$ cat src/etok_pkg.sv
// etok_pkg: shared types, token kinds, operator and keyword tables for the tokenizer
package etok_pkg;

   localparam int KIND_BITS  = 5;
   localparam int FIELD_BITS = 16;

   typedef enum logic [3:0] {
      MODE_IDLE,
      MODE_INT,
      MODE_FRAC,
      MODE_WORD,
      MODE_STR,
      MODE_OP,
      MODE_SKIP
   } mode_type;

   localparam logic [KIND_BITS-1:0] KIND_NUM         = 5'd0;
   localparam logic [KIND_BITS-1:0] KIND_STRING      = 5'd1;
   localparam logic [KIND_BITS-1:0] KIND_PLUS        = 5'd2;
   localparam logic [KIND_BITS-1:0] KIND_MINUS       = 5'd3;
   localparam logic [KIND_BITS-1:0] KIND_STAR        = 5'd4;
   localparam logic [KIND_BITS-1:0] KIND_SLASH       = 5'd5;
   localparam logic [KIND_BITS-1:0] KIND_CARET       = 5'd6;
   localparam logic [KIND_BITS-1:0] KIND_LEFT_PAREN  = 5'd7;
   localparam logic [KIND_BITS-1:0] KIND_RIGHT_PAREN = 5'd8;
   localparam logic [KIND_BITS-1:0] KIND_COMMA       = 5'd9;
   localparam logic [KIND_BITS-1:0] KIND_EQUAL       = 5'd10;
   localparam logic [KIND_BITS-1:0] KIND_DOLLAR      = 5'd11;
   localparam logic [KIND_BITS-1:0] KIND_ANS         = 5'd12;
   localparam logic [KIND_BITS-1:0] KIND_IDENT       = 5'd13;
   localparam logic [KIND_BITS-1:0] KIND_LET         = 5'd14;
   localparam logic [KIND_BITS-1:0] KIND_EXIT        = 5'd15;
   localparam logic [KIND_BITS-1:0] KIND_OR          = 5'd16;
   localparam logic [KIND_BITS-1:0] KIND_AND         = 5'd17;
   localparam logic [KIND_BITS-1:0] KIND_EQEQ        = 5'd18;
   localparam logic [KIND_BITS-1:0] KIND_NOT         = 5'd19;
   localparam logic [KIND_BITS-1:0] KIND_NOTEQ       = 5'd20;
   localparam logic [KIND_BITS-1:0] KIND_LESS        = 5'd21;
   localparam logic [KIND_BITS-1:0] KIND_LESSEQ      = 5'd22;
   localparam logic [KIND_BITS-1:0] KIND_GREATER     = 5'd23;
   localparam logic [KIND_BITS-1:0] KIND_GREATEREQ   = 5'd24;
   localparam logic [KIND_BITS-1:0] KIND_TRUE        = 5'd25;
   localparam logic [KIND_BITS-1:0] KIND_FALSE       = 5'd26;
   localparam logic [KIND_BITS-1:0] KIND_END         = 5'd27;
   localparam logic [KIND_BITS-1:0] KIND_ERROR       = 5'd28;

   localparam logic [2:0] OP_NONE = 3'd0;
   localparam logic [2:0] OP_EQ   = 3'd1;
   localparam logic [2:0] OP_BANG = 3'd2;
   localparam logic [2:0] OP_LT   = 3'd3;
   localparam logic [2:0] OP_GT   = 3'd4;
   localparam logic [2:0] OP_AMP  = 3'd5;
   localparam logic [2:0] OP_BAR  = 3'd6;

   localparam logic [2:0] KW_NONE  = 3'd0;
   localparam logic [2:0] KW_ANS   = 3'd1;
   localparam logic [2:0] KW_EXIT  = 3'd2;
   localparam logic [2:0] KW_LET   = 3'd3;
   localparam logic [2:0] KW_TRUE  = 3'd4;
   localparam logic [2:0] KW_FALSE = 3'd5;

   localparam logic [FIELD_BITS-1:0] END_LENGTH = 16'd3;

   typedef struct packed {
      logic [KIND_BITS-1:0]  kind;
      logic [FIELD_BITS-1:0] offset;
      logic [FIELD_BITS-1:0] length;
      logic                  last;
   } result_type;

   typedef struct packed {
      logic       valid0;
      logic       valid1;
      result_type slot0;
      result_type slot1;
   } result_pair_type;

   function automatic logic [KIND_BITS-1:0] op_single_kind(input logic [2:0] op);
      case (op)
         OP_EQ:   return KIND_EQUAL;
         OP_BANG: return KIND_NOT;
         OP_LT:   return KIND_LESS;
         OP_GT:   return KIND_GREATER;
         default: return KIND_ERROR;
      endcase
   endfunction

   function automatic logic [KIND_BITS-1:0] op_double_kind(input logic [2:0] op);
      case (op)
         OP_EQ:   return KIND_EQEQ;
         OP_BANG: return KIND_NOTEQ;
         OP_LT:   return KIND_LESSEQ;
         OP_GT:   return KIND_GREATEREQ;
         OP_AMP:  return KIND_AND;
         default: return KIND_OR;
      endcase
   endfunction

   function automatic logic [7:0] op_second_char(input logic [2:0] op);
      case (op)
         OP_AMP:  return "&";
         OP_BAR:  return "|";
         default: return "=";
      endcase
   endfunction

   function automatic logic [2:0] kw_length(input logic [2:0] kw);
      case (kw)
         KW_ANS:   return 3'd3;
         KW_EXIT:  return 3'd4;
         KW_LET:   return 3'd3;
         KW_TRUE:  return 3'd4;
         KW_FALSE: return 3'd5;
         default:  return 3'd0;
      endcase
   endfunction

   function automatic logic [KIND_BITS-1:0] kw_kind(input logic [2:0] kw);
      case (kw)
         KW_ANS:   return KIND_ANS;
         KW_EXIT:  return KIND_EXIT;
         KW_LET:   return KIND_LET;
         KW_TRUE:  return KIND_TRUE;
         KW_FALSE: return KIND_FALSE;
         default:  return KIND_IDENT;
      endcase
   endfunction

   function automatic logic [7:0] kw_char(input logic [2:0] kw, input logic [2:0] idx);
      logic [39:0] text;
      case (kw)
         KW_ANS:   text = {"ans", 16'h0000};
         KW_EXIT:  text = {"exit", 8'h00};
         KW_LET:   text = {"let", 16'h0000};
         KW_TRUE:  text = {"true", 8'h00};
         KW_FALSE: text = "false";
         default:  text = 40'h0;
      endcase
      case (idx)
         3'd0:    return text[39:32];
         3'd1:    return text[31:24];
         3'd2:    return text[23:16];
         3'd3:    return text[15:8];
         3'd4:    return text[7:0];
         default: return 8'h00;
      endcase
   endfunction

endpackage

$ cat src/etok_lexer.sv
// etok_lexer: lexing state registers and the per-byte next-state and token logic
module etok_lexer #(
   parameter int POSITION_BITS = 16
) (
   input  logic                     clock,
   input  logic                     reset,
   input  logic                     fire,
   input  logic [7:0]               char_code,
   output etok_pkg::result_pair_type push
);
   import etok_pkg::*;

   localparam int PB = POSITION_BITS;

   mode_type        mode_ff, mode_in;
   logic [PB-1:0]   position_ff, position_in;
   logic [PB-1:0]   begin_ff, begin_in;
   logic [2:0]      kw_ff, kw_in;
   logic            match_ff, match_in;
   logic [7:0]      quote_ff, quote_in;
   logic            escape_ff, escape_in;
   logic [2:0]      pend_ff, pend_in;

   logic            a_v, b_v, do_idle;
   result_type      a_res, b_res;
   logic [PB-1:0]   pos_next, len_now;
   logic            char_digit, char_letter, is_blank;

   function automatic logic [PB-1:0] pos_inc(input logic [PB-1:0] p);
      return (p == '1) ? p : p + 1'b1;
   endfunction

   function automatic logic [FIELD_BITS-1:0] sat16(input logic [PB-1:0] v);
      logic [PB+FIELD_BITS-1:0] ext;
      ext = {{FIELD_BITS{1'b0}}, v};
      if (ext[PB+FIELD_BITS-1:FIELD_BITS] != '0) return '1;
      return ext[FIELD_BITS-1:0];
   endfunction

   assign pos_next      = pos_inc(position_ff);
   assign len_now       = (position_ff >= begin_ff) ? position_ff - begin_ff : '0;
   assign char_digit    = (char_code >= "0") && (char_code <= "9");
   assign char_letter   = ((char_code >= "a") && (char_code <= "z")) ||
                          ((char_code >= "A") && (char_code <= "Z"));
   assign is_blank      = (char_code == " ") || (char_code == 8'h0A) ||
                          (char_code == 8'h09) || (char_code == 8'h0D);

   always_comb begin
      mode_in     = mode_ff;
      position_in = position_ff;
      begin_in    = begin_ff;
      kw_in       = kw_ff;
      match_in    = match_ff;
      quote_in    = quote_ff;
      escape_in   = escape_ff;
      pend_in     = pend_ff;
      a_v         = 1'b0;
      a_res       = '0;
      b_v         = 1'b0;
      b_res       = '0;
      do_idle     = 1'b0;

      // token in progress
      case (mode_ff)
         MODE_INT: begin
            if (char_digit) begin
               position_in = pos_next;
            end else if (char_code == ".") begin
               mode_in     = MODE_FRAC;
               position_in = pos_next;
            end else begin
               a_v     = 1'b1;
               a_res   = '{KIND_NUM, sat16(begin_ff), sat16(len_now), 1'b0};
               do_idle = 1'b1;
            end
         end
         MODE_FRAC: begin
            if (char_digit) begin
               position_in = pos_next;
            end else begin
               a_v     = 1'b1;
               a_res   = '{KIND_NUM, sat16(begin_ff), sat16(len_now), 1'b0};
               do_idle = 1'b1;
            end
         end
         MODE_WORD: begin
            if (char_letter || char_digit) begin
               if (match_ff && ((len_now >= PB'(kw_length(kw_ff))) ||
                                (kw_char(kw_ff, len_now[2:0]) != char_code))) begin
                  match_in = 1'b0;
               end
               position_in = pos_next;
            end else begin
               a_v   = 1'b1;
               a_res = '{KIND_IDENT, sat16(begin_ff), sat16(len_now), 1'b0};
               if (kw_ff != KW_NONE && match_ff && len_now == PB'(kw_length(kw_ff))) begin
                  a_res.kind = kw_kind(kw_ff);
               end
               kw_in    = KW_NONE;
               match_in = 1'b0;
               do_idle  = 1'b1;
            end
         end
         MODE_STR: begin
            if (char_code == 8'h00) begin
               a_v         = 1'b1;
               a_res       = '{KIND_ERROR, sat16(begin_ff), sat16(len_now), 1'b0};
               mode_in     = MODE_IDLE;
               position_in = '0;
               begin_in    = '0;
               kw_in       = KW_NONE;
               match_in    = 1'b0;
               quote_in    = 8'h00;
               escape_in   = 1'b0;
               pend_in     = OP_NONE;
            end else if (escape_ff) begin
               escape_in   = 1'b0;
               position_in = pos_next;
            end else if (char_code == quote_ff) begin
               a_v         = 1'b1;
               a_res       = '{KIND_STRING, sat16(begin_ff), sat16(len_now), 1'b0};
               position_in = pos_next;
               quote_in    = 8'h00;
               mode_in     = MODE_IDLE;
            end else begin
               if (char_code == "\\") escape_in = 1'b1;
               position_in = pos_next;
            end
         end
         MODE_OP: begin
            pend_in = OP_NONE;
            if (pend_ff != OP_NONE && char_code == op_second_char(pend_ff)) begin
               a_v         = 1'b1;
               a_res       = '{op_double_kind(pend_ff), sat16(begin_ff), 16'd2, 1'b0};
               position_in = pos_next;
               mode_in     = MODE_IDLE;
            end else begin
               a_v     = (pend_ff != OP_NONE);
               a_res   = '{op_single_kind(pend_ff), sat16(begin_ff), 16'd1, 1'b0};
               do_idle = 1'b1;
            end
         end
         MODE_SKIP: begin
            if (char_code == 8'h00) begin
               a_v         = 1'b1;
               a_res       = '{KIND_ERROR, sat16(begin_ff), sat16(len_now), 1'b0};
               mode_in     = MODE_IDLE;
               position_in = '0;
               begin_in    = '0;
               kw_in       = KW_NONE;
               match_in    = 1'b0;
               quote_in    = 8'h00;
               escape_in   = 1'b0;
               pend_in     = OP_NONE;
            end else begin
               position_in = pos_next;
            end
         end
         default: begin
            do_idle = 1'b1;
         end
      endcase

      // byte seen between tokens
      if (do_idle) begin
         mode_in = MODE_IDLE;
         if (char_code == 8'h00) begin
            b_v         = 1'b1;
            b_res       = '{KIND_END, sat16(position_ff), END_LENGTH, 1'b0};
            position_in = '0;
            begin_in    = '0;
            kw_in       = KW_NONE;
            match_in    = 1'b0;
            quote_in    = 8'h00;
            escape_in   = 1'b0;
            pend_in     = OP_NONE;
         end else begin
            position_in = pos_next;
            if (!is_blank) begin
               begin_in = position_ff;
               b_res    = '{KIND_ERROR, sat16(position_ff), 16'd1, 1'b0};
               if (char_digit) begin
                  mode_in = MODE_INT;
               end else begin
                  case (char_code)
                     "'", "\"": begin
                        quote_in  = char_code;
                        escape_in = 1'b0;
                        begin_in  = pos_next;
                        mode_in   = MODE_STR;
                     end
                     "+": begin b_v = 1'b1; b_res.kind = KIND_PLUS; end
                     "-": begin b_v = 1'b1; b_res.kind = KIND_MINUS; end
                     "*": begin b_v = 1'b1; b_res.kind = KIND_STAR; end
                     "/": begin b_v = 1'b1; b_res.kind = KIND_SLASH; end
                     "^": begin b_v = 1'b1; b_res.kind = KIND_CARET; end
                     "(": begin b_v = 1'b1; b_res.kind = KIND_LEFT_PAREN; end
                     ")": begin b_v = 1'b1; b_res.kind = KIND_RIGHT_PAREN; end
                     ",": begin b_v = 1'b1; b_res.kind = KIND_COMMA; end
                     "$": begin b_v = 1'b1; b_res.kind = KIND_DOLLAR; end
                     "=": begin pend_in = OP_EQ;   mode_in = MODE_OP; end
                     "!": begin pend_in = OP_BANG; mode_in = MODE_OP; end
                     "<": begin pend_in = OP_LT;   mode_in = MODE_OP; end
                     ">": begin pend_in = OP_GT;   mode_in = MODE_OP; end
                     "&": begin pend_in = OP_AMP;  mode_in = MODE_OP; end
                     "|": begin pend_in = OP_BAR;  mode_in = MODE_OP; end
                     "a": begin kw_in = KW_ANS;   match_in = 1'b1; mode_in = MODE_WORD; end
                     "e": begin kw_in = KW_EXIT;  match_in = 1'b1; mode_in = MODE_WORD; end
                     "l": begin kw_in = KW_LET;   match_in = 1'b1; mode_in = MODE_WORD; end
                     "t": begin kw_in = KW_TRUE;  match_in = 1'b1; mode_in = MODE_WORD; end
                     "f": begin kw_in = KW_FALSE; match_in = 1'b1; mode_in = MODE_WORD; end
                     default: begin
                        if (char_letter) begin
                           kw_in    = KW_NONE;
                           match_in = 1'b0;
                           mode_in  = MODE_WORD;
                        end else begin
                           mode_in = MODE_SKIP;
                        end
                     end
                  endcase
               end
            end
         end
      end
   end

   // pack results in order, last flag on the final one
   always_comb begin
      push = '0;
      if (a_v) begin
         push.valid0 = 1'b1;
         push.slot0  = a_res;
         push.valid1 = b_v;
         push.slot1  = b_res;
      end else begin
         push.valid0 = b_v;
         push.slot0  = b_res;
      end
      push.slot0.last = !push.valid1;
      push.slot1.last = 1'b1;
   end

   always_ff @(posedge clock) begin
      if (reset) begin
         mode_ff     <= MODE_IDLE;
         position_ff <= '0;
         begin_ff    <= '0;
         kw_ff       <= KW_NONE;
         match_ff    <= 1'b0;
         quote_ff    <= 8'h00;
         escape_ff   <= 1'b0;
         pend_ff     <= OP_NONE;
      end else if (fire) begin
         mode_ff     <= mode_in;
         position_ff <= position_in;
         begin_ff    <= begin_in;
         kw_ff       <= kw_in;
         match_ff    <= match_in;
         quote_ff    <= quote_in;
         escape_ff   <= escape_in;
         pend_ff     <= pend_in;
      end
   end

   a_end_restarts: assert property (@(posedge clock) disable iff (reset)
      fire && ((push.valid0 && push.slot0.kind == KIND_END) ||
               (push.valid1 && push.slot1.kind == KIND_END))
      |=> position_ff == '0 && mode_ff == MODE_IDLE)
      else $error("text did not restart after end token");

endmodule

$ cat src/etok_fifo.sv
// etok_fifo: four-word result queue taking up to two words per cycle
module etok_fifo (
   input  logic                      clock,
   input  logic                      reset,
   input  logic                      fire,
   input  etok_pkg::result_pair_type push,
   output logic                      room,
   output logic                      rsp_valid,
   input  logic                      rsp_ready,
   output etok_pkg::result_type      head
);
   import etok_pkg::*;

   result_type  store_ff [4];
   logic [2:0]  count_ff, count_in;
   logic [1:0]  rd_ptr_ff, rd_ptr_in;
   logic [1:0]  wr_ptr_ff, wr_ptr_in;
   logic [1:0]  push_n;
   logic        pop;

   assign room      = (count_ff <= 3'd2);
   assign rsp_valid = (count_ff != 3'd0);
   assign head      = store_ff[rd_ptr_ff];
   assign pop       = rsp_valid && rsp_ready;
   assign push_n    = fire ? ({1'b0, push.valid0} + {1'b0, push.valid1}) : 2'd0;
   assign count_in  = count_ff + {1'b0, push_n} - {2'b00, pop};
   assign rd_ptr_in = rd_ptr_ff + {1'b0, pop};
   assign wr_ptr_in = wr_ptr_ff + push_n;

   always_ff @(posedge clock) begin
      if (fire && push.valid0) store_ff[wr_ptr_ff] <= push.slot0;
      if (fire && push.valid1) store_ff[wr_ptr_ff + 2'd1] <= push.slot1;
   end

   always_ff @(posedge clock) begin
      if (reset) begin
         count_ff  <= 3'd0;
         rd_ptr_ff <= 2'd0;
         wr_ptr_ff <= 2'd0;
      end else begin
         count_ff  <= count_in;
         rd_ptr_ff <= rd_ptr_in;
         wr_ptr_ff <= wr_ptr_in;
      end
   end

   a_no_overflow: assert property (@(posedge clock) disable iff (reset)
      count_ff <= 3'd4)
      else $error("result queue overflow");

   a_push_has_room: assert property (@(posedge clock) disable iff (reset)
      fire |-> room)
      else $error("push without room for two words");

   a_ordered_push: assert property (@(posedge clock) disable iff (reset)
      fire && push.valid1 |-> push.valid0 && !push.slot0.last)
      else $error("second word pushed without first");

endmodule

$ cat src/expression_tokenizer.sv
// expression_tokenizer: streaming tokenizer top level with input register and result queue
// a held byte is lexed once the queue has room; its tokens are queued, then shown on rsp
// throughput: one byte per cycle unless held back; a byte that closes a token and starts
//    an emitting one yields two words, leaving the four-word queue one per rsp_ready cycle
// input is held back while the queue has fewer than two free words
// reset (synchronous, active high) empties the queue and returns to offset 0, idle mode
module expression_tokenizer #(
   parameter int POSITION_BITS = 16
) (
   input  logic                                clock,
   input  logic                                reset,
   input  logic                                req_valid,
   output logic                                req_ready,
   input  logic [7:0]                          req_char_code,
   output logic                                rsp_valid,
   input  logic                                rsp_ready,
   output logic [etok_pkg::KIND_BITS-1:0]      rsp_token_kind,
   output logic [etok_pkg::FIELD_BITS-1:0]     rsp_token_offset,
   output logic [etok_pkg::FIELD_BITS-1:0]     rsp_token_length,
   output logic                                rsp_last_of_run
);
   import etok_pkg::*;

   // input register: one byte waiting for the lexer
   logic            in_valid_ff, in_valid_in;
   logic [7:0]      in_char_ff;
   logic            fire;
   logic            room;
   result_pair_type push;
   result_type      head;

   // the lexer consumes the held byte whenever the queue can take two words
   assign fire        = in_valid_ff && room;
   assign req_ready   = !in_valid_ff || fire;
   assign in_valid_in = (req_valid && req_ready) ? 1'b1 : (fire ? 1'b0 : in_valid_ff);

   always_ff @(posedge clock) begin
      if (reset) begin
         in_valid_ff <= 1'b0;
      end else begin
         in_valid_ff <= in_valid_in;
      end
   end

   // payload register, no reset needed
   always_ff @(posedge clock) begin
      if (req_valid && req_ready) in_char_ff <= req_char_code;
   end

   // mode, position and token tracking
   etok_lexer #(
      .POSITION_BITS(POSITION_BITS)
   ) u_lexer (
      .clock     (clock),
      .reset     (reset),
      .fire      (fire),
      .char_code (in_char_ff),
      .push      (push)
   );

   // result queue decouples two-word bytes from the output handshake
   etok_fifo u_fifo (
      .clock     (clock),
      .reset     (reset),
      .fire      (fire),
      .push      (push),
      .room      (room),
      .rsp_valid (rsp_valid),
      .rsp_ready (rsp_ready),
      .head      (head)
   );

   assign rsp_token_kind   = head.kind;
   assign rsp_token_offset = head.offset;
   assign rsp_token_length = head.length;
   assign rsp_last_of_run  = head.last;

   a_held_byte_stable: assert property (@(posedge clock) disable iff (reset)
      in_valid_ff && !fire |=> in_valid_ff && $stable(in_char_ff))
      else $error("held input byte lost while queue full");

endmodule

$ cat config.mk
export PLATFORM = sky130hd
export DESIGN_NAME = expression_tokenizer
export DESIGN_NICKNAME = d
export VERILOG_FILES = /design/src/etok_pkg.sv /design/src/etok_lexer.sv /design/src/etok_fifo.sv /design/src/expression_tokenizer.sv
export SDC_FILE = /design/constraint.sdc
export NUM_CORES = 1
export LEC_CHECK = 0
export ABC_AREA = 1
export ABC_CLOCK_PERIOD_IN_PS = 5200
export BUFFER_PORTS_ARGS = -buffer_cell sky130_fd_sc_hd__clkbuf_2
export CORE_MARGIN = 2
export CORE_UTILIZATION = 55
export DETAILED_ROUTE_END_ITERATION = 6
export GPL_ROUTABILITY_DRIVEN = 0
export MAX_ROUTING_LAYER = met4
export PLACE_DENSITY = 0.76
export SLEW_MARGIN = 20
export SYNTH_ARGS = -nofsm -noshare
export SYNTH_HDL_FRONTEND = slang
export SYNTH_SLANG_ARGS = --single-unit
$ cat constraint.sdc
create_clock -name clock -period 5.2 [get_ports clock]
set_input_delay 1.3 -clock clock [delete_from_list [all_inputs] [get_ports clock]]
set_output_delay 1.3 -clock clock [all_outputs]
set_load 0.1 [all_outputs]
==> run metrics, run 1 <==
height of the die=around 160 µm; critical path fanouts, max=26; Post-Route WL=a little under 40,000 µm; pwr/cell area=~490 nW/µm²; Post-synth top flop=dfxtp_1; clock sinks=219; Avg Cell Area, Syn=~7.4 µm²; Crit path top cell by count=nand2_1; Worst path max stage delay=~0.5 ns; clk_skew=approximately 0.013 ns; Layout Nets=around 1,800; simple-gate area share of the yosys netlist=between 20% and 30%; largest family of logic cells by synthesized area=simple AND/OR/NAND/NOR gates; post-synthesis mux area share=0%; CP max stage cell=nand2_1; Worst R2R Path Depth=24; Int Pwr=approximately 0.0036 W; Setup crit start=u_lexer.position_ff[0]$_SDFFE_PP0P_; Routed Antenna Nets=0; CTS Buffer Depth=3; num rows=56; Ys Warns=0; post-cts hold buffer count=0; Total Power=approximately 0.007 W; critical path type=flop to flop; setup slack after layout=around 0.84 ns; Critical Path Sink Type=flop; IO buf count=51; final max-slew violation count=0; Num CTS Buffers=24; leakage power=5.803 nW; antenna diode count=0; RSZ-0062 raised after global routing=false; Die ar.=25,100 µm²; gr ovfl total=0; Final period util=between 80% and 90%; Area Growth Syn to Fin=9.719%; largest net degree at the start of global routing=between 70 and 80; pre-CTS setup slack=approximately 0.95 ns; Root Buffer=clkbuf_16; cells after synthesis=about 1,800; Logic pwr share=46.1%; crit path to=u_lexer.match_ff$_SDFFE_PP0P_; Core ar.=between 20,000 and 25,000 µm²; DRC Markers=0; share of cells above drive strength 1=10.79%; Switching Power=0.003438 W; Post-CTS Resized=0; synthesized flop and latch total=approximately 220; post-synthesis adder-cell area fraction=under 10%; post-synthesis xor/xnor area fraction=between 1 and 1.5%; Clk Latency, worst-skew pair=0.54 ns; DRT Pass-1 Iters=6; initial antenna violation count=0; IO Count=between 50 and 60; Die Width=158.4 µm; Crit path required time=5.67 ns; CTS tree=yes; Syn Std Cell Area=roughly 13,000 µm²; Max Cap Violations=0; post-DP HPWL=~27,000 µm; status=finished clean; worst r2r dst=u_lexer.match_ff$_SDFFE_PP0P_; Min Clock Period, post-route=4.356 ns; Clk pin slew, worst setup/hold paths=0.06 ns; H-tree depth=1; Max Freq=between 200 and 250 MHz; Seq/Total Area, Yosys=between 40% and 50%; clock power share=a little over a quarter; DR WL/cell=18.57 µm; VDD IR max=roughly 0.45 mV; Mapped Nets=approximately 1,800; worst flop-to-flop path startpoint=u_lexer.position_ff[0]$_SDFFE_PP0P_; sw frac=roughly 50%; Netlist cell types=56; GRT Resource Usage Total=31.88%; Hold Crit Class=flop to flop; Initial DRC Count=1,410; Worst Path Arrival=4.83 ns; post-synthesis async set-or-reset flop share=0%; Seq pwr share=27.8%; flop2flop setup slack=approximately 0.84 ns; Final setup viols=0; Least-Margin Pin Slew=0.8475 ns; type of origin of the critical path=flop; setup bufs post-CTS=0; post-synthesis compound-gate area fraction=21.60%; first-pass GRT wire length=roughly 61,000 µm; slew margin rel.=43.37%; Starting Density=between 50 and 60%; Fin. Hold Viols=0; via count=13,010; vias in the first global route=11,860; Setup TNS=0 ns; number of synthesized flops with an enable pin=100; critical-path cell list=inv_1 -> ha_1 -> inv_1 -> fa_1 -> nand2_1 -> nand2_1 -> nand3_1 -> nand3_1 -> nand2_1 -> nand2_1 -> nand2_1 -> inv_1 -> ha_1 -> nand2_1 -> a21oi_1 -> a2111oi_0 -> nand3_1 -> nor2_1 -> nand2_1 -> nor2_1 -> nand3_1 -> o21bai_1 -> nand2_1 -> a21oi_1; vias per cell=around 6.1
[cell families after synthesis]
kind of cell | Yosys count
compound gates | 473
xor+xnor | 17
fa+ha+maj | 30
buf+inv | 273
flops | 219
simple gates | 757
[synthesized netlist by cell type (8+ instances only)]
library cell,count,area share (%)
clkbuf_1,72,2.1
nand4_1,19,0.91
nor3_1,30,1.1
ha_1,28,2.7
a22oi_4,9,1.5
o21ai_0,180,6.9
or2_2,15,0.72
o211ai_1,11,0.63
nor2_2,8,0.38
o22ai_1,116,5.5
o21ai_1,23,0.88
xor2_1,12,0.80
nand2_1,357,10
edfxtp_1,100,23
inv_1,163,4.7
buf_2,10,0.38
nand3_1,88,3.4
a31oi_1,14,0.67
nor2_1,204,5.8
dfxtp_1,119,18
a21oi_1,88,3.4
nand2_2,12,0.57
inv_2,20,0.57
[layer usage]
| layer | up-vias | part of all wire [%] | track usage [%] | wire length, µm |
|---|---|---|---|---|
| met3 | 118 | 9.8 | 5.580 | 3837 |
| met1 | 6020 | 41 | 40.65 | 15940 |
| li1 | 6096 | - | - | - |
| met4 | 0 | 3.4 | 12.23 | 1356 |
| met5 | - | 0 | - | 0 |
| met2 | 778 | 46 | 50.93 | 18170 |
[worst max-delay path, delay by kind of cell (launching register included)]
kind            cells  cell delay, ns
simple gates       14            2.08
fa+ha+maj           3            0.85
compound gates      4            0.62
flops               1            0.38
buf+inv             3            0.35
[per-stage QoR]
step | cell area (µm²) | util, % | hold WS (ns) | cells
after detailed placement | 13550 | 57.73 | 0.4426 | 2073
after CTS | 14390 | 61.32 | 0.4583 | 2117
after global placement | 13550 | 57.73 | 0.4337 | 2073
final | 14390 | 61.32 | 0.4551 | 2117
after floorplan | 13120 | - | 0.4231 | 1769
after global routing | 14390 | 61.32 | 0.4700 | 2117
[power groups by stage]
stage          logic, W  clock network, W  registers, W
3_3_place_gp    0.00317                 0       0.00200
2_1_floorplan   0.00264                 0       0.00197
4_1_cts         0.00321           0.00185       0.00196
6_report        0.00326           0.00184       0.00197
3_5_place_dp    0.00320                 0       0.00200
5_1_grt         0.00347           0.00191       0.00198
[layout make-up]
| type | count | area (µm²) |
|---|---|---|
| Tap cell | 319 | 399.1 |
| Timing Repair Buffer | 73 | 420.4 |
| Clock inverter | 14 | 209.0 |
| Multi-Input combinational cell | 1277 | 6651 |
| Clock buffer | 30 | 633.1 |
| Inverter | 185 | 694.4 |
| Fill cell | 2098 | 9079 |
| Sequential cell | 219 | 5386 |
[registers in the layout (all words and copies together) (netlist names), 8 cells and up]
name,flops
u_lexer.position_ff,16
in_char_ff,8
u_fifo.store_ff,152
u_lexer.quote_ff,8
u_lexer.begin_ff,16
[worst min path at each step]
stage,start,end,slack (ns),cells past startpoint
floorplan,u_fifo.store_ff[1][10]$_SDFFE_PP0P_,u_fifo.store_ff[1][10]$_SDFFE_PP0P_,0.42,2
global placement,u_fifo.store_ff[2][11]$_SDFFE_PP0P_,u_fifo.store_ff[2][11]$_SDFFE_PP0P_,0.43,2
detailed placement,u_fifo.store_ff[2][12]$_SDFFE_PP0P_,u_fifo.store_ff[2][12]$_SDFFE_PP0P_,0.44,2
CTS,u_fifo.store_ff[2][12]$_SDFFE_PP0P_,u_fifo.store_ff[2][12]$_SDFFE_PP0P_,0.46,2
global route,u_fifo.store_ff[1][15]$_SDFFE_PP0P_,u_fifo.store_ff[1][15]$_SDFFE_PP0P_,0.47,2
finish,u_fifo.store_ff[2][12]$_SDFFE_PP0P_,u_fifo.store_ff[2][12]$_SDFFE_PP0P_,0.46,2
[placed cells by master (no fill, tap or decap), drive strengths merged, types with 12 or more instances in the layout]
cell    netlist  routed
ha           28      28
nor2        217     217
nor3         32      32
inv         183     184
nand3        90      90
a21oi        88      88
nand2       372     372
dfxtp       119     119
a22oi        17      17
buf          16      22
nand4        19      19
o22ai       116     116
o211ai       13      13
a31oi        14      14
clkbuf       72      81
or2          15      15
xor2         12      12
edfxtp      100     100
o21ai       204     204
No activity file was read; power rests on OpenSTA's default activity.
==> run 2: changes to the inputs <==
ABC_AREA = 0   (was 1)
ABC_CLOCK_PERIOD_IN_PS = 3950   (was 5200)
PLACE_DENSITY = 0.79   (was 0.76)
clock period = 3.95 ns   (was 5.2 ns; I/O delays follow)
==> run 2 against run 1 <==
Die area down 3.0%. Global-route usage down 1.3 points. Non-clock buffer count up 65. Worst hold slack worse by 0.0070 ns. Wire length down 7.3%. Core utilization up 3.0 points. Clock skew down 0.0035 ns. First-iteration DRC count up 4.5%. Combinational power down 38%. Design area up 1.2%. Largest power group is now registers.
==> run metrics, run 2 <==
Area Growth Syn to Fin=14.53% (was 9.719%); post-synthesis async set-or-reset flop share=0% (unchanged); commonest non-fill, non-tap cells in the layout=128 x nand2_1, 117 x nor2_1, 115 x dfxtp_1, 100 x edfxtp_1, 99 x o21ai_0 (was 357 x nand2_1, 204 x nor2_1, 180 x o21ai_0, 162 x inv_1, 118 x dfxtp_1); Post-Route WL=36,430 µm (was 39,310 µm); Most flops, register=u_fifo.store_ff (unchanged); post-DP HPWL=24,990 µm (was 26,730 µm); Routed Antenna Nets=0 (unchanged); Min Clock Period, post-route=3.791 ns (was 4.356 ns); post-synthesis compound-gate area fraction=21.73% (was 21.60%); leakage power=5.229 nW (was 5.803 nW); vias per cell=6.747 (was 6.146); Least-Margin Pin Slew=1.098 ns (was 0.8475 ns); type of origin of the critical path=flop (unchanged); Netlist cell types=84 (was 56); initial antenna violation count=0 (unchanged); critical path type=flop to flop (unchanged); antenna diode count=0 (unchanged); synthesized flop and latch total=219 (unchanged); critical path fanouts, max=76 (was 26); largest net degree at the start of global routing=77 (was 78); Root Buffer=clkbuf_16 (unchanged); CP max stage cell=a21boi_0 (was nand2_1); height of the die=156.0 µm (was 158.4 µm); CTS Buffer Depth=3 (unchanged); share of cells above drive strength 1=19.12% (was 10.79%); Mapped Nets=1,374 (was 1,811); CP Buf/Inv Count=2 (was 3); max reg flops=152 (unchanged); Syn Std Cell Area=12,710 µm² (was 13,120 µm²); Worst path max stage delay=0.65 ns (was 0.50 ns); Layout Nets=1,426 (was 1,822); DRC Markers=0 (unchanged); dpl cells=1,639 (was 2,073); synth cell count leaders=129 x nand2_1, 119 x dfxtp_1, 119 x nor2_1 (was 357 x nand2_1, 204 x nor2_1, 180 x o21ai_0); slew margin rel.=26.62% (was 43.37%); IO Count=52 (unchanged); critical-path cell list=buf_4 -> and3b_1 -> mux2i_1 -> a2111oi_4 -> a21oi_2 -> o21ba_4 -> buf_4 -> a21boi_0 -> o21ai_0 -> o22ai_1 (was inv_1 -> ha_1 -> inv_1 -> fa_1 -> nand2_1 -> nand2_1 -> nand3_1 -> nand3_1 -> nand2_1 -> nand2_1 -> nand2_1 -> inv_1 -> ha_1 -> nand2_1 -> a21oi_1 -> a2111oi_0 -> nand3_1 -> nor2_1 -> nand2_1 -> nor2_1 -> nand3_1 -> o21bai_1 -> nand2_1 -> a21oi_1); Final period util=95.98% (was 83.77%); dominant cell type by area after synthesis=edfxtp_1 (unchanged); final max-slew violation count=0 (unchanged); first-pass GRT wire length=57,700 µm (was 61,470 µm); GRT Resource Usage Total=30.61% (was 31.88%); via count=11,380 (was 13,010); simple-gate area share of the yosys netlist=16.98% (was 24.99%); crit-path leading delay family=compound AO/OA/AOI/OAI gates (was simple AND/OR/NAND/NOR gates); Crit path required time=4.31 ns (was 5.67 ns); post-synthesis xor/xnor area fraction=3.513% (was 1.135%); largest cells by area after synthesis=edfxtp_1 24%, dfxtp_1 19%, mux4_2 6.7% (was edfxtp_1 23%, dfxtp_1 18%, nand2_1 10%); H-tree depth=1 (unchanged); pwr/cell area=466.4 nW/µm² (was 491.0 nW/µm²); Clk Latency, worst-skew pair=0.53 ns (was 0.54 ns); num rows=55 (was 56); pre-CTS setup slack=0.03978 ns (was 0.9548 ns); vias in the first global route=10,710 (was 11,860); top cell type's share of synthesized area=23.62% (was 22.89%); Core ar.=22,640 µm² (was 23,470 µm²); Die ar.=24,350 µm² (was 25,100 µm²); cells after synthesis=1,332 (was 1,769); Max Cap Violations=0 (unchanged); Starting Density=56.16% (was 55.89%); Final setup viols=0 (unchanged); most common cell after layout, fill and taps aside=nand2_1 (unchanged); area of the multi-input gates=6855 µm² (was 6651 µm²); Crit path top cell by count=buf_4 (was nand2_1); Die Width=156.0 µm (was 158.4 µm); Seq/Total Area, Yosys=42.35% (was 41.05%); Worst Path Arrival=4.15 ns (was 4.83 ns); number of synthesized flops with an enable pin=100 (unchanged); post-synthesis mux area share=7.469% (was 0%); Top Registers=u_fifo.store_ff: 152 flops, u_lexer.begin_ff: 16 flops, u_lexer.position_ff: 16 flops (unchanged); Num CTS Buffers=24 (unchanged); Sequential Area=5390 µm² (was 5386 µm²); worst r2r dst=u_fifo.store_ff[2][36]$_DFFE_PP_ (was u_lexer.match_ff$_SDFFE_PP0P_); end of the worst hold path=u_fifo.store_ff[1][9]$_SDFFE_PP0P_ (was u_fifo.store_ff[2][12]$_SDFFE_PP0P_); DR WL/cell=21.60 µm (was 18.57 µm); VDD IR max=0.3703 mV (was 0.4545 mV); Hold Crit Class=flop to flop (unchanged); Initial DRC Count=1,474 (was 1,410); hold_sp=u_fifo.store_ff[1][9]$_SDFFE_PP0P_ (was u_fifo.store_ff[2][12]$_SDFFE_PP0P_); DRT Pass-1 Iters=6 (unchanged); Ys Warns=0 (unchanged); worst flop-to-flop path startpoint=in_char_ff[3]$_DFFE_PP_ (was u_lexer.position_ff[0]$_SDFFE_PP0P_); Fin. Hold Viols=0 (unchanged); post-cts hold buffer count=0 (unchanged); largest family of logic cells by synthesized area=compound AO/OA/AOI/OAI gates (was simple AND/OR/NAND/NOR gates); Critical Path Sink Type=flop (unchanged); Clk pin slew, worst setup/hold paths=0.06 ns (about the same); IO buf count=51 (unchanged); clk_skew=0.009617 ns (was 0.01312 ns); Total Power=0.006793 W (was 0.007067 W); gr ovfl total=0 (unchanged); status=finished clean (unchanged); Max Freq=263.8 MHz (was 229.6 MHz); post-synthesis adder-cell area fraction=3.070% (was 2.976%); Avg Cell Area, Syn=9.546 µm² (was 7.416 µm²); clock sinks=219 (unchanged); CTS tree=yes (unchanged); post-route insts no fill=1,687 (was 2,117); worst hold stages=2 (unchanged); most common cell in the netlist=nand2_1 (unchanged); Post-synth top flop=dfxtp_1 (unchanged); setup slack after layout=0.1587 ns (was 0.8441 ns); flop2flop setup slack=0.16 ns (was 0.84 ns); RSZ-0062 raised after global routing=true (was false); # fillers=1,761 (was 2,098); Worst R2R Path Depth=10 (was 24)
==> run 2: cell types whose count changed after synthesis, moves of 25 or more <==
cell,change
a21oi_1,-37
a32o_1,+65
inv_1,-119
mux4_2,+38
nand2_1,-228
nand3_1,-58
nor2_1,-85
o21ai_0,-81
o22ai_1,-88
xnor2_1,+25
==> run 2: worst max path at each step <==
stage | end | slack (ns) | cells after the start | start
after global placement | u_fifo.store_ff[0][33]$_DFFE_PP_ | 0.11 | 14 | u_lexer.begin_ff[10]$_SDFFE_PP0P_
after detailed placement | u_fifo.store_ff[0][33]$_DFFE_PP_ | 0.04 | 15 | u_lexer.begin_ff[0]$_SDFFE_PP0P_
after global routing | u_fifo.store_ff[0][37]$_DFFE_PP_ | -0.02 | 11 | u_lexer.begin_ff[8]$_SDFFE_PP0P_
after CTS | u_fifo.count_ff[2]$_SDFF_PP0_ | 0.09 | 17 | in_char_ff[4]$_DFFE_PP_
final | u_fifo.store_ff[2][36]$_DFFE_PP_ | 0.16 | 10 | in_char_ff[3]$_DFFE_PP_
after floorplan | u_fifo.count_ff[2]$_SDFF_PP0_ | 0.002 | 21 | in_char_ff[4]$_DFFE_PP_
==> run 2: per-layer routing <==
layer / global-route usage [%] / share of wire (%)
met1: 40.51 / 40
met4: 9.174 / 2.6
met2: 48.59 / 47
met3: 5.306 / 10
met5: - / 0
==> run 2: final cells by class <==
cell class                 instances  area share (%)
multi-input combinational        956           47.07
sequential                       219           37.01
timing repair buffer             138           6.805
clock buffer                      35           4.906
tap                              285           2.449
inverter                          45           1.186
clock inverter                     9          0.5671
==> run 2: tightest hold or removal path: cells and delay by family, from the launching register on <==
family / cells / cell delay [ns]
DFF: 1 / 0.32
and+or+nand+nor: 1 / 0.04
AOI/OAI and AO/OA: 1 / 0.05
==> run 2: timing repair <==
action,CTS,global route
resized for setup,1,25
setup buffers,0,4
endpoints found under the setup margin,1,133
==> run 2: cell families after synthesis <==
| logic type | Yosys count |
|---|---|
| compound gates | 384 |
| xor+xnor | 51 |
| simple gates | 444 |
| buf+inv | 157 |
| flops | 219 |
| mux | 47 |
| fa+ha+maj | 30 |
==> run 2: stage by stage <==
stage,cell area (µm²),utilization [%],setup TNS (ns),hold slack (ns)
after global placement,13610,60.09,0,0.4280
final,14560,64.32,0,0.4481
after floorplan,12750,-,0,0.4198
after detailed placement,13610,60.09,0,0.4400
after CTS,14410,63.63,0,0.4538
after global routing,14560,64.32,-0.02645,0.4759
==> run 2: where the power goes <==
part	switching, W	internal [W]	total (W)	leakage (nW)
registers	0.0000884	0.00243	0.00252	1.90
clock network	0.000921	0.00132	0.00225	0.393
logic	0.00147	0.000561	0.00203	2.93
total	0.00248	0.00431	0.00679	5.23
==> run 3: changes to the inputs <==
CELL_PAD_IN_SITES_DETAIL_PLACEMENT = 1   (was unset)
CELL_PAD_IN_SITES_GLOBAL_PLACEMENT = 2   (was unset)
CORE_UTILIZATION = 36   (was 55)
PLACE_DENSITY = 0.88   (was 0.79)
==> run 3 against run 2 <==
Sequential power hardly changed. Flip-flop and latch count stayed put. Via count is 1.3% higher.
==> run metrics, run 3 (synthesis results as in run 2) <==
critical path type=flop to flop (unchanged); height of the die=191.9 µm (was 156.0 µm); Seq pwr share=34.0% (was 37.0%); Post-Route WL=44,170 µm (was 36,430 µm); DR WL/cell=23.53 µm (was 21.60 µm); Clk pin slew, worst setup/hold paths=0.06 ns (about the same); Die ar.=36,840 µm² (was 24,350 µm²); Root Buffer=clkbuf_16 (unchanged); Layout Nets=1,443 (was 1,426); Min Clock Period, post-route=3.901 ns (was 3.791 ns); most common cell after layout, fill and taps aside=nand2_1 (unchanged); Fin. Hold Viols=0 (unchanged); Final setup viols=0 (unchanged); IO buf count=51 (unchanged); H-tree depth=1 (unchanged); Most flops, register=u_fifo.store_ff (unchanged); critical-path cell list=inv_1 -> ha_1 -> inv_1 -> fa_2 -> a21o_1 -> a211o_1 -> a21o_1 -> o21ai_4 -> nor2_1 -> ha_1 -> nand3_1 -> nor2_1 -> nand3_1 -> o21ai_1 -> o31ai_1 -> a221o_1 (was buf_4 -> and3b_1 -> mux2i_1 -> a2111oi_4 -> a21oi_2 -> o21ba_4 -> buf_4 -> a21boi_0 -> o21ai_0 -> o22ai_1); num rows=68 (was 55); type of origin of the critical path=flop (unchanged); leakage power=5.358 nW (was 5.229 nW); Critical Path Sink Type=flop (unchanged); initial antenna violation count=1 (was 0); slew margin rel.=34.66% (was 26.62%); GRT Resource Usage Total=24.59% (was 30.61%); Worst path max stage delay=0.40 ns (was 0.65 ns); clk_skew=0.01431 ns (was 0.009617 ns); first-pass GRT wire length=68,740 µm (was 57,700 µm); DRC Markers=0 (unchanged); Num CTS Buffers=26 (was 24); VDD IR max=0.5783 mV (was 0.3703 mV); Max Cap Violations=0 (unchanged); Max Freq=256.3 MHz (was 263.8 MHz); Initial DRC Count=1,069 (was 1,474); via count=11,540 (was 11,380); max reg flops=152 (unchanged); CP max stage cell=a221o_1 (was a21boi_0); critical path fanouts, max=6 (was 76); Least-Margin Pin Slew=0.9553 ns (was 1.098 ns); Worst Path Arrival=4.19 ns (was 4.15 ns); vias in the first global route=11,880 (was 10,710); Int Pwr=0.004718 W (was 0.004313 W); Starting Density=36.72% (was 56.16%); clock sinks=219 (unchanged); final core utilization=43.41% (was 64.32%); status=finished clean (unchanged); Logic pwr share=29.3% (was 29.9%); share of cells above drive strength 1=20.13% (was 19.12%); Top Registers=u_fifo.store_ff: 152 flops, u_lexer.begin_ff: 16 flops, u_lexer.position_ff: 16 flops (unchanged); dpl cells=1,827 (was 1,639); post-cts hold buffer count=0 (unchanged); commonest non-fill, non-tap cells in the layout=128 x nand2_1, 117 x nor2_1, 114 x dfxtp_1, 100 x edfxtp_1, 99 x o21ai_0 (was 128 x nand2_1, 117 x nor2_1, 115 x dfxtp_1, 100 x edfxtp_1, 99 x o21ai_0); IO Count=52 (unchanged); sw frac=35.83% (was 36.50%); Hold Crit Class=flop to flop (unchanged); gr ovfl total=0 (unchanged); final max-slew violation count=0 (unchanged); post-route insts no fill=1,877 (was 1,687); Area Growth Syn to Fin=18.22% (was 14.53%); Switching Power=0.002634 W (was 0.002479 W); Routed Antenna Nets=0 (unchanged); post-DP HPWL=30,680 µm (was 24,990 µm); pwr/cell area=489.1 nW/µm² (was 466.4 nW/µm²); largest net degree at the start of global routing=77 (unchanged); CTS Buffer Depth=3 (unchanged); CTS tree=yes (unchanged); Die Width=191.9 µm (was 156.0 µm); Core ar.=34,630 µm² (was 22,640 µm²); Clk Latency, worst-skew pair=0.55 ns (was 0.53 ns); clock power share=36.7% (was 33.1%); DRT Pass-1 Iters=7 (was 6); Crit path required time=4.24 ns (was 4.31 ns); vias per cell=6.145 (was 6.747); Final period util=98.76% (was 95.98%)
==> run 3: per-layer routing <==
metal  wire length, µm  up-vias  global-route usage (%)
li1                  -     5182                       -
met1             18740     5835                   31.20
met2             21750      425                   41.00
met3              2468       93                   3.015
met4              1211        0                   7.574
met5                 0        -                       -
==> run 3: worst max-delay path, delay by kind of cell, from the launching register on <==
kind            cells  cell delay, ns
buf+inv             2            0.20
compound gates      7            1.74
fa+ha+maj           3            0.92
flops               1            0.31
simple gates        4            0.49
==> run 3: through the flow <==
| step | hold WS, ns | setup TNS, ns | total power [W] | setup WS, ns | instance area [µm²] |
|---|---|---|---|---|---|
| 2_1_floorplan | 0.4198 | 0 | 0.004106 | 0.001986 | 12750 |
| 3_3_place_gp | 0.4278 | 0 | 0.004593 | 0.07123 | 13940 |
| 3_5_place_dp | 0.4409 | -0.1337 | 0.004639 | -0.04286 | 13940 |
| 4_1_cts | 0.4554 | 0 | 0.007353 | 0.001704 | 14920 |
| 5_1_grt | 0.4721 | -0.06293 | 0.007587 | -0.02244 | 15030 |
| 6_report | 0.4551 | 0 | 0.007352 | 0.04881 | 15030 |
==> run 3: cell type report <==
| type | instances | area, µm² |
|---|---|---|
| Timing Repair Buffer | 153 | 1087 |
| Inverter | 45 | 172.7 |
| Multi-Input combinational cell | 956 | 6840 |
| Sequential cell | 219 | 5391 |
| Clock buffer | 36 | 738.2 |
| Tap cell | 455 | 569.3 |
| Antenna cell | 1 | 2.502 |
| Fill cell | 3904 | 19600 |
| Clock inverter | 12 | 230.2 |
==> run 3: final timing paths <==
kind                                       startpoint                                 end  slack, ns  cells past startpoint
hold reg to reg    u_fifo.store_ff[1][6]$_SDFFE_PP0P_  u_fifo.store_ff[1][6]$_SDFFE_PP0P_       0.46                      2
hold / removal     u_fifo.store_ff[1][6]$_SDFFE_PP0P_  u_fifo.store_ff[1][6]$_SDFFE_PP0P_       0.46                      2
setup reg to reg  u_lexer.position_ff[0]$_SDFFE_PP0P_    u_fifo.store_ff[2][33]$_DFFE_PP_       0.05                     16
setup / recovery  u_lexer.position_ff[0]$_SDFFE_PP0P_    u_fifo.store_ff[2][33]$_DFFE_PP_       0.05                     16
==> run 3: what timing repair did <==
action	CTS	global route
buffers inserted	0	1
pin swaps	1	6
setup endpoints to repair	22	69
gates resized for setup	3	19
==> run 3: power groups by stage <==
stage | clock [W] | combinational, W | sequential (W)
5_1_grt | 0.00281 | 0.00226 | 0.00251
2_1_floorplan | 0 | 0.00160 | 0.00250
3_3_place_gp | 0 | 0.00205 | 0.00254
3_5_place_dp | 0 | 0.00209 | 0.00255
4_1_cts | 0.00274 | 0.00211 | 0.00250
6_report | 0.00270 | 0.00215 | 0.00250
